===== src/hdl/olbs_pkg.sv =====
`timescale 1ns / 1ps
// ----------------------------------------------------------------------------
// olbs_pkg: shared types and constants for the single-pin backlight link master
// Word layouts, configuration register indexes, sequencer phases and CRC-8.
// ----------------------------------------------------------------------------
package olbs_pkg;

	localparam logic [7:0] CRC_INIT   = 8'hAC;
	localparam logic [7:0] CRC_POLY   = 8'h07;
	localparam logic [7:0] REQ_FLAG   = 8'h80;
	localparam logic [6:0] BRIGHT_MAX = 7'd127;

	localparam logic [5:0] PREAMBLE_RESET = 6'd60;
	localparam logic [1:0] ATTEMPTS_RESET = 2'd3;

	localparam logic [5:0] LOW_TICKS   = 6'd2;
	localparam logic [5:0] TX_BITS     = 6'd16;
	localparam logic [5:0] RX_BITS     = 6'd32;
	localparam logic [5:0] RX_CRC_BITS = 6'd24;

	localparam int CFG_DATA_W = 6;

	// request kinds carried in req_type
	localparam logic REQ_START = 1'b0;
	localparam logic REQ_TICK  = 1'b1;

	typedef enum logic [0:0] {
		CFG_PREAMBLE = 1'b0,
		CFG_ATTEMPTS = 1'b1
	} cfg_idx_t;

	typedef struct packed {
		logic [5:0] preamble_ticks;
		logic [1:0] max_attempts;
	} cfg_t;

	typedef enum logic [6:0] {
		PH_IDLE = 7'b0000001,
		PH_PRE  = 7'b0000010,
		PH_LOW  = 7'b0000100,
		PH_TX   = 7'b0001000,
		PH_TAIL = 7'b0010000,
		PH_GAP  = 7'b0100000,
		PH_RX   = 7'b1000000
	} phase_t;

	typedef struct packed {
		logic       req_type;
		logic [7:0] brightness;
		logic       line_in;
	} in_word_t;

	typedef struct packed {
		logic        line_level;
		logic        line_drive;
		logic        busy_res;
		logic        done_res;
		logic        success;
		logic [23:0] response_data;
	} out_word_t;

	// One MSB-first CRC-8 step: shift, fold the old top bit and the data bit.
	function automatic logic [7:0] crc_step(input logic [7:0] crc, input logic d);
		return {crc[6:0], 1'b0} ^ ((crc[7] ^ d) ? CRC_POLY : 8'h00);
	endfunction

	function automatic logic [7:0] crc_byte(input logic [7:0] b);
		logic [7:0] crc;
		crc = CRC_INIT;
		for (int i = 7; i >= 0; i--) begin
			crc = crc_step(crc, b[i]);
		end
		return crc;
	endfunction

endpackage


===== src/hdl/olbs_engine.sv =====
`timescale 1ns / 1ps
// ----------------------------------------------------------------------------
// olbs_engine: session sequencer
// Holds the link state, advances it by one word when stepped and presents the
// result word for that step.
// ----------------------------------------------------------------------------
module olbs_engine
	import olbs_pkg::*;
(
	input  logic      clk,
	input  logic      arst_n,
	input  logic      step,
	input  in_word_t  item,
	input  cfg_t      cfg,
	output out_word_t result
);

	phase_t      phase_q, phase_n;
	logic [5:0]  tick_q, tick_n;
	logic [5:0]  bit_q, bit_n;
	logic [15:0] tx_q, tx_n;
	logic [15:0] tx_load_q, tx_load_n;
	logic [31:0] rx_q, rx_n;
	logic [7:0]  crc_q, crc_n;
	logic [1:0]  att_q, att_n;

	always_comb begin
		logic [7:0] req;
		logic [5:0] tick_inc;
		logic [5:0] bit_inc;
		logic       pass;
		logic       last_try;

		phase_n   = phase_q;
		tick_n    = tick_q;
		bit_n     = bit_q;
		tx_n      = tx_q;
		tx_load_n = tx_load_q;
		rx_n      = rx_q;
		crc_n     = crc_q;
		att_n     = att_q;
		result    = '0;

		req      = {1'b1, item.brightness[7] ? BRIGHT_MAX : item.brightness[6:0]} | REQ_FLAG;
		tick_inc = tick_q + 6'd1;
		bit_inc  = bit_q + 6'd1;
		pass     = (crc_q == rx_q[7:0]);
		last_try = ({1'b0, att_q} + 3'd1) >= {1'b0, cfg.max_attempts};

		if (!item.req_type) begin
			if (phase_q == PH_IDLE) begin
				tx_load_n = {req, crc_byte(req)};
				tx_n      = {req, crc_byte(req)};
				att_n     = 2'd0;
				phase_n   = PH_PRE;
				tick_n    = 6'd0;
				bit_n     = 6'd0;
				rx_n      = 32'd0;
				crc_n     = CRC_INIT;
			end
		end else begin
			case (phase_q)
				PH_IDLE: begin
				end
				PH_PRE: begin
					tick_n = tick_inc;
					if (tick_inc >= cfg.preamble_ticks) begin
						phase_n = PH_LOW;
						tick_n  = 6'd0;
					end
				end
				PH_LOW: begin
					tick_n = tick_inc;
					if (tick_inc >= LOW_TICKS) begin
						phase_n = PH_TX;
						tick_n  = 6'd0;
						bit_n   = 6'd0;
					end
				end
				PH_TX: begin
					bit_n = bit_inc;
					if (bit_inc >= TX_BITS) begin
						phase_n = PH_TAIL;
					end else begin
						tx_n = {tx_q[14:0], 1'b0};
					end
				end
				PH_TAIL: begin
					phase_n = PH_GAP;
				end
				PH_GAP: begin
					rx_n    = {rx_q[30:0], item.line_in};
					crc_n   = crc_step(crc_q, item.line_in);
					bit_n   = 6'd1;
					phase_n = PH_RX;
				end
				PH_RX: begin
					if (bit_q < RX_BITS) begin
						rx_n  = {rx_q[30:0], item.line_in};
						bit_n = bit_inc;
						// the check covers only the first 24 samples
						if (bit_q < RX_CRC_BITS) begin
							crc_n = crc_step(crc_q, item.line_in);
						end
					end else if (pass || last_try) begin
						result.done_res = 1'b1;
						result.success  = pass;
						phase_n         = PH_IDLE;
						tick_n          = 6'd0;
						bit_n           = 6'd0;
					end else begin
						att_n   = att_q + 2'd1;
						phase_n = PH_PRE;
						tick_n  = 6'd0;
						bit_n   = 6'd0;
						rx_n    = 32'd0;
						crc_n   = CRC_INIT;
						tx_n    = tx_load_q;
					end
				end
				default: begin
					phase_n = PH_IDLE;
				end
			endcase
		end

		case (phase_n)
			PH_LOW: begin
				result.line_level = 1'b0;
				result.line_drive = 1'b1;
			end
			PH_TX, PH_TAIL: begin
				result.line_level = tx_n[15];
				result.line_drive = 1'b1;
			end
			PH_GAP, PH_RX: begin
				result.line_level = 1'b0;
				result.line_drive = 1'b0;
			end
			default: begin
				result.line_level = 1'b1;
				result.line_drive = 1'b1;
			end
		endcase
		result.busy_res      = (phase_n != PH_IDLE);
		result.response_data = rx_n[31:8];
	end

	always_ff @(posedge clk or negedge arst_n) begin
		if (!arst_n) begin
			phase_q   <= PH_IDLE;
			tick_q    <= 6'd0;
			bit_q     <= 6'd0;
			tx_q      <= 16'd0;
			tx_load_q <= 16'd0;
			rx_q      <= 32'd0;
			crc_q     <= CRC_INIT;
			att_q     <= 2'd0;
		end else if (step) begin
			phase_q   <= phase_n;
			tick_q    <= tick_n;
			bit_q     <= bit_n;
			tx_q      <= tx_n;
			tx_load_q <= tx_load_n;
			rx_q      <= rx_n;
			crc_q     <= crc_n;
			att_q     <= att_n;
		end
	end

endmodule


===== src/hdl/one_wire_backlight_session.sv =====
`timescale 1ns / 1ps
// ----------------------------------------------------------------------------
// one_wire_backlight_session: single-pin backlight link master with CRC-8
// Start and tick words drive a session sequencer; every word yields one
// result word.
// ----------------------------------------------------------------------------
//  channel  direction  handshake              payload
//  in       input      in_valid / in_ready    in_data  (in_word_t)
//  out      output     out_valid / out_ready  out_data (out_word_t)
//  cfg      input      cfg_valid / cfg_ready  cfg_index, cfg_data
//
// One word per cycle unless the result side stalls: the sequencer updates
// at acceptance and the result is registered, so it appears the cycle after
// the word is taken. The result register frees in_ready when empty or drained.
// Reset leaves the link idle (pin driven high), 60 preamble ticks, 3 attempts.
// Configuration writes are always taken.
// ----------------------------------------------------------------------------
module one_wire_backlight_session
	import olbs_pkg::*;
(
	input  logic                  clk,
	input  logic                  arst_n,
	input  logic                  in_valid,
	output logic                  in_ready,
	input  in_word_t              in_data,
	output logic                  out_valid,
	input  logic                  out_ready,
	output out_word_t             out_data,
	input  logic                  cfg_valid,
	output logic                  cfg_ready,
	input  cfg_idx_t              cfg_index,
	input  logic [CFG_DATA_W-1:0] cfg_data
);

	cfg_t      cfg_q;
	out_word_t result;
	out_word_t out_q;
	logic      out_valid_q;
	logic      take;

	assign in_ready  = !out_valid_q || out_ready;
	assign take      = in_valid && in_ready;
	assign cfg_ready = 1'b1;
	assign out_valid = out_valid_q;
	assign out_data  = out_q;

	always_ff @(posedge clk or negedge arst_n) begin
		if (!arst_n) begin
			cfg_q.preamble_ticks <= PREAMBLE_RESET;
			cfg_q.max_attempts   <= ATTEMPTS_RESET;
		end else if (cfg_valid) begin
			case (cfg_index)
				CFG_PREAMBLE: cfg_q.preamble_ticks <= cfg_data[5:0];
				CFG_ATTEMPTS: cfg_q.max_attempts   <= cfg_data[1:0];
				default: begin
				end
			endcase
		end
	end

	olbs_engine u_engine (
		.clk    (clk),
		.arst_n (arst_n),
		.step   (take),
		.item   (in_data),
		.cfg    (cfg_q),
		.result (result)
	);

	// hold the result until drained, refill on every accepted word
	always_ff @(posedge clk or negedge arst_n) begin
		if (!arst_n) begin
			out_valid_q <= 1'b0;
		end else if (take) begin
			out_valid_q <= 1'b1;
		end else if (out_ready) begin
			out_valid_q <= 1'b0;
		end
	end

	always_ff @(posedge clk) begin
		if (take) begin
			out_q <= result;
		end
	end

endmodule


===== config.mk =====
export PLATFORM = sky130hd
export DESIGN_NAME = one_wire_backlight_session
export DESIGN_NICKNAME = d
export VERILOG_FILES = /design/src/hdl/olbs_pkg.sv /design/src/hdl/olbs_engine.sv /design/src/hdl/one_wire_backlight_session.sv
export SDC_FILE = /design/constraint.sdc
export NUM_CORES = 1
export LEC_CHECK = 0
export ABC_AREA = 1
export BUFFER_PORTS_ARGS = -buffer_cell sky130_fd_sc_hd__buf_2
export CAP_MARGIN = 20
export CELL_PAD_IN_SITES_DETAIL_PLACEMENT = 2
export CELL_PAD_IN_SITES_GLOBAL_PLACEMENT = 2
export CORE_AREA = 4 4 137 139
export CTS_CLUSTER_SIZE = 14
export DETAILED_ROUTE_END_ITERATION = 10
export DIE_AREA = 0 0 141 143
export GPL_TIMING_DRIVEN = 0
export PLACE_DENSITY = 0.82
export SETUP_SLACK_MARGIN = 0.3
export SKIP_CTS_REPAIR_TIMING = 1
export SLEW_MARGIN = 20
export SYNTH_ARGS = -nofsm -noshare
export SYNTH_HDL_FRONTEND = slang
export SYNTH_SLANG_ARGS = --single-unit
export TNS_END_PERCENT = 50

===== constraint.sdc =====
create_clock -name clk -period 3.87 [get_ports clk]
set_clock_uncertainty 0.15 [all_clocks]
set_input_delay 0.774 -clock clk [delete_from_list [all_inputs] [get_ports clk]]
set_output_delay 0.774 -clock clk [all_outputs]
set_load 0.05 [all_outputs]

Word-level counts from Yosys, hierarchy flattened:

Cells that the tools add are included.
Widths: inputs -> output; s select.

* output and inout port bits: 32
* bits in registers: 131

* $add $sub $neg: 4
* bitwise logic cells: 19
* reduce and logical (&&, ||, !) cells: 19
* $lt $le $gt $ge: 6
* equal/unequal tests: 27
* mux-type cells: 53

Operator list (count)
* $mux 32: 4
* $mux 16: 5
* $pmux 32 s2: 1
* $xor 8x8->8: 7
* $mux 7: 7
* $pmux 7 s7: 1
* $mux 6: 8
* $mux 8: 5
* $pmux 16 s2: 1
* $mux 3: 8
* $pmux 6 s4: 1
* $pmux 6 s3: 1
* $pmux 8 s2: 1
* $eq 7x3->1 const B: 2
* $eq 7x4->1 const B: 2
* $eq 7x5->1 const B: 2
* $eq 7x6->1 const B: 2
* $eq 7x7->1 const B: 2
* $mux 2: 7
* $add 6x1->6 const B: 2
* $reduce_and 4->1: 3
* $reduce_and 5->1: 2
* $ne 3x3->1 const B: 3
* $eq 8x8->1: 1
* 34 further kinds: 50

Logic depth before layout (Yosys ltp):

* depth in word-level cells: 22
* depth in mapped cells: 19
* depth with buffers taken out: 19

Cells and area by module:

From an unflattened synthesis, not the netlist that was laid out.

* cell total of the unflattened synthesis: 791
* area, all modules: 7005.5 um^2

Modules (own cells, without submodules)
* olbs_engine: cells an instance 718, area each 5738.0 um^2, seq. area each 2333.5 um^2, instances 1
* one_wire_backlight_session: cells an instance 73, area each 1267.5 um^2, seq. area each 1103.6 um^2, instances 1

Least setup slack after synthesis:

OpenSTA, ideal clock, no wires.

* path kind: input -> register
* start point: in out_ready
* end point: reg out_q, in the netlist out_data[0] (enable)
* setup slack: 751 ps
* stages: 5
* arrival: 2566 ps
* buffers on the path: 1
* setup time: 402 ps
* cell sequence: inv_1 nand2_1 nand2_1 clkinv_1 clkbuf_1

* cells in the longest elaborated chain, start to end: 2

Ends and longest elaborated chain
* from (decl): line one_wire_backlight_session.sv:27 `input logic out_ready,`
* $logic_or 1x1->1: line one_wire_backlight_session.sv:41 `assign in_ready = !out_valid_q || out_ready;`
* via in_ready: line one_wire_backlight_session.sv:24 `output logic in_ready,`
* $logic_and 1x1->1: line one_wire_backlight_session.sv:42 `assign take = in_valid && in_ready;`
* via take: line one_wire_backlight_session.sv:39 `logic take;`
* to (signal assigned): line one_wire_backlight_session.sv:83 `out_q <= result;`
* to (decl): line one_wire_backlight_session.sv:37 `out_word_t out_q;`

The timed path passes the listed nets, and every way through them passes these cells.
A chain may end at the register's enable or synchronous reset.

==> flow_summary.yaml <==
floorplan:
  dieArea_um2: 20200
  fp-row-count: 49
  coreArea_um2: 17700
  num_io_pins: 54
  initial_core_util_pct: 38.9
  die_h_um: 143
  die_w_um: 141
worst_setup_path:
  worstPathArrival_ps: 3390
  worstSetupEndpointType: "register"
  critPathKind: "in -> reg"
  cp_max_fo: 10
  critPathLaunchType: "input port"
  critical_path_required_ps: 3900
logic_synthesis:
  ys_ff_latch: 131
  syn_nets: 832
  ys.flop_type: "dfrtp_1"
  ys_types: 50
  yosysSeqAreaShare_pct: 50.0
  synth_edf_count: 29
  synthCells: 799
  syn-cell-area_um2: 6870
  async_flop_share_pct: 77.9
  syn_avg_cell_area_um2: 8.60
  ys_warn_count: 0
sta:
  slew_headroom_pct: 49.7
  fmax_ghz: 0.298
  finalHoldViolCount: 0
  min_period_ps: 3350
  period_share_pct: 86.7
  tightest_slew_ps: 755
  layout_setup_ws_ps: 517
  rsz0062_at_grt: "false"
  hold_slack_ps: 184
  setup_viol: 0
  setup_tns_ps: 0
  finalMaxSlewViolations: 0
global_routing:
  grt_pass1_vias: 7090
  track_usage_pct: 24.3
  grt_pass1_wl_mm: 38.5
  grt_max_degree: 60
  antenna_found_initial: 0
  grt_overflow: 0
pwr:
  combPwrFrac_pct: 26.2
  switchingPower_mw: 1.80
  p_int_mw: 3.30
  power_frac_clock_pct: 34.1
  p_seq_share_pct: 39.7
  power_density_nw_per_um2: 630
  p_sw_share_pct: 35.3
  p_leak_nw: 3.57
  ir_drop_mv: 0.338
clock_network:
  clk_path_buf_depth: 2
  htreeDepth: 4
  insertion_delay_ps: 430
  clock-sinks: 131
  cts_buffers: 17
  cts_tree: "built"
  cts-root-buf: "clkbuf_16"
  clk_pin_slew_ps: 60
placed_design:
  io_buffers: 51
  hpwl_mm: 16.5
  dp_slack_ps: 185
  gp_congestion: 0.851
  place_area_um2: 7470
routing:
  route.detailed.wl_per_inst_um: 21.3
  drt_iter0_drc: 303
  num_vias: 6173
  drcViolationCount: 0
  postRouteAntennaNets: 0
  routed_wl_mm: 23.7
  dr.pass1.iters: 5
  via_per_inst: 5.55
cells_and_area:
  drive_gt1_share_pct: 16.5
  fin_nets: 904
  final_area_um2: 8100
  n_antenna_cell: 0
  final_util_pct: 45.9
  area.growth.synth_to_final_pct: 17.9
hold_path:
  min_path_type: "in -> async"
flow_run:
  maxCapViolCount: 0
run_status:
  run_status: "finished clean"
cell type report:
| class | count | area [µm²] |
|---|---|---|
| Timing Repair Buffer | 53 | 317 |
| Clock buffer | 19 | 443 |
| Clock inverter | 13 | 184 |
| Sequential cell | 131 | 3440 |
| Buffer | 32 | 149 |
| Multi-Input combinational cell | 529 | 2880 |
| Inverter | 107 | 407 |
| Fill cell | 1964 | 9560 |
| Tap cell | 229 | 287 |
layer usage:
layer	global-route usage, %	up-vias	part of all wire, %
met5	0	-	0
met4	6.88	0	1.5
met3	3.82	26	3.4
met2	44.9	99	53
met1	29.4	3207	42
li1	-	2841	-
registers in the layout, summed over array words and instances (netlist names):
signal,flops
u_engine.tx_q,16
u_engine.bit_q,6
u_engine.rx_q,32
u_engine.att_q,2
u_engine.tx_load_q,16
cfg_q,8
u_engine.phase_q,7
u_engine.tick_q,6
out_data,29
out_valid,1
u_engine.crc_q,8
critical path, cell delays in order:
cell and delay, ps:
clkbuf_1 350, clkbuf_1 560, buf_1 470, clkbuf_1 630, nand2_1 130, o22ai_1 240
inv_1 80, nand2_1 90, nand2_1 60
power by group through the flow:
stage	logic [mW]	clock network, mW	registers [mW]
after CTS	1.35	1.76	2.02
after global placement	1.20	0	2.01
after global routing	1.49	1.84	2.07
final	1.34	1.74	2.03
after detailed placement	1.31	0	2.04
after floorplan	0.789	0	2.12
synth_stat cells (2+ instances only):
cell      number  area, µm²
dfrtp_1       91       2280
inv_2          3       11.3
or2_2          2       12.5
dfstp_2       11        289
ha_1          10        125
a22oi_1        4       30.0
o31ai_1        6       45.0
buf_4          2       15.0
nand4_1       12       75.1
o21ai_2       20        175
buf_6          2       22.5
o21ai_0       97        485
buf_2          4       20.0
o22a_1         6       52.6
nor2_1        56        210
nor3b_1        2       15.0
xnor2_1        8       70.1
nand2_2        2       12.5
clkbuf_1      23       86.3
a21oi_1       24        120
o21ai_1        7       35.0
nand3_1       48        240
nand2_4        2       22.5
xor2_1        10       87.6
nor3_1         2       10.0
inv_4          2       12.5
nand2_1      158        593
a32oi_1       24        210
o22ai_1        5       31.3
inv_1        101        379
nor2_2         6       37.5
edfxtp_1      29        871
o21a_1         3       22.5
logic make-up (layout without fill, tap and decap cells):
group,after synthesis,count (layout),synth area share (%)
adders and majority gates,11,11,2.11
muxes,1,1,0.164
xor gates and xnor gates,18,18,2.29
buffers and inverters,139,224,8.07
other,1,1,0.0546
AOI/OAI and AO/OA,204,204,18.6
and+or+nand+nor,294,294,18.7
DFF,131,131,50.0
path summary, 6_finish.rpt:
path | start | to | slack [ps] | depth (start not counted)
min | arst_n | u_engine.rx_q[17] | 180 | 1
min reg2reg | u_engine.tx_load_q[1] | u_engine.tx_load_q[1] | 340 | 2
max in group asynchronous | arst_n | u_engine.crc_q[5] | 2640 | 2
max | in_data[9] | out_data[28] | 520 | 9
max reg2reg | u_engine.att_q[0] | out_data[28] | 550 | 11
min in group clk | u_engine.tx_load_q[1] | u_engine.tx_load_q[1] | 340 | 2
through the flow:
step | total power, mW | std cells
finish | 5.10 | 1113
detailed placement | 3.36 | 1081
global placement | 3.21 | 1079
floorplan | 2.91 | 799
global route | 5.39 | 1113
CTS | 5.14 | 1113
placed cells by master, fill, tap and decap left out, drive strengths merged:
master | Yosys | final
nand2 | 162 | 162
o21ai | 124 | 124
inv | 106 | 107
dfrtp | 91 | 91
nor2 | 64 | 64
buf | 9 | 62
nand3 | 48 | 48
clkbuf | 23 | 42
edfxtp | 29 | 29
a21oi | 25 | 25
a32oi | 24 | 24
nand4 | 12 | 12
dfstp | 11 | 11
xor2 | 10 | 10
ha | 10 | 10
xnor2 | 8 | 8
o31ai | 6 | 6
o22a | 6 | 6
o22ai | 5 | 5
clkinvlp | 0 | 5
a22oi | 4 | 4
bufinv | 0 | 4
clkinv | 1 | 4
o21a | 3 | 3
nor3 | 3 | 3
or2 | 2 | 2
nor3b | 2 | 2
o211ai | 2 | 2
o21bai | 1 | 1
a311oi | 1 | 1
a221oi | 1 | 1
a21boi | 1 | 1
mux2 | 1 | 1
o31a | 1 | 1
nand3b | 1 | 1
fa | 1 | 1
conb | 1 | 1
(Power assumes the default switching activity.)
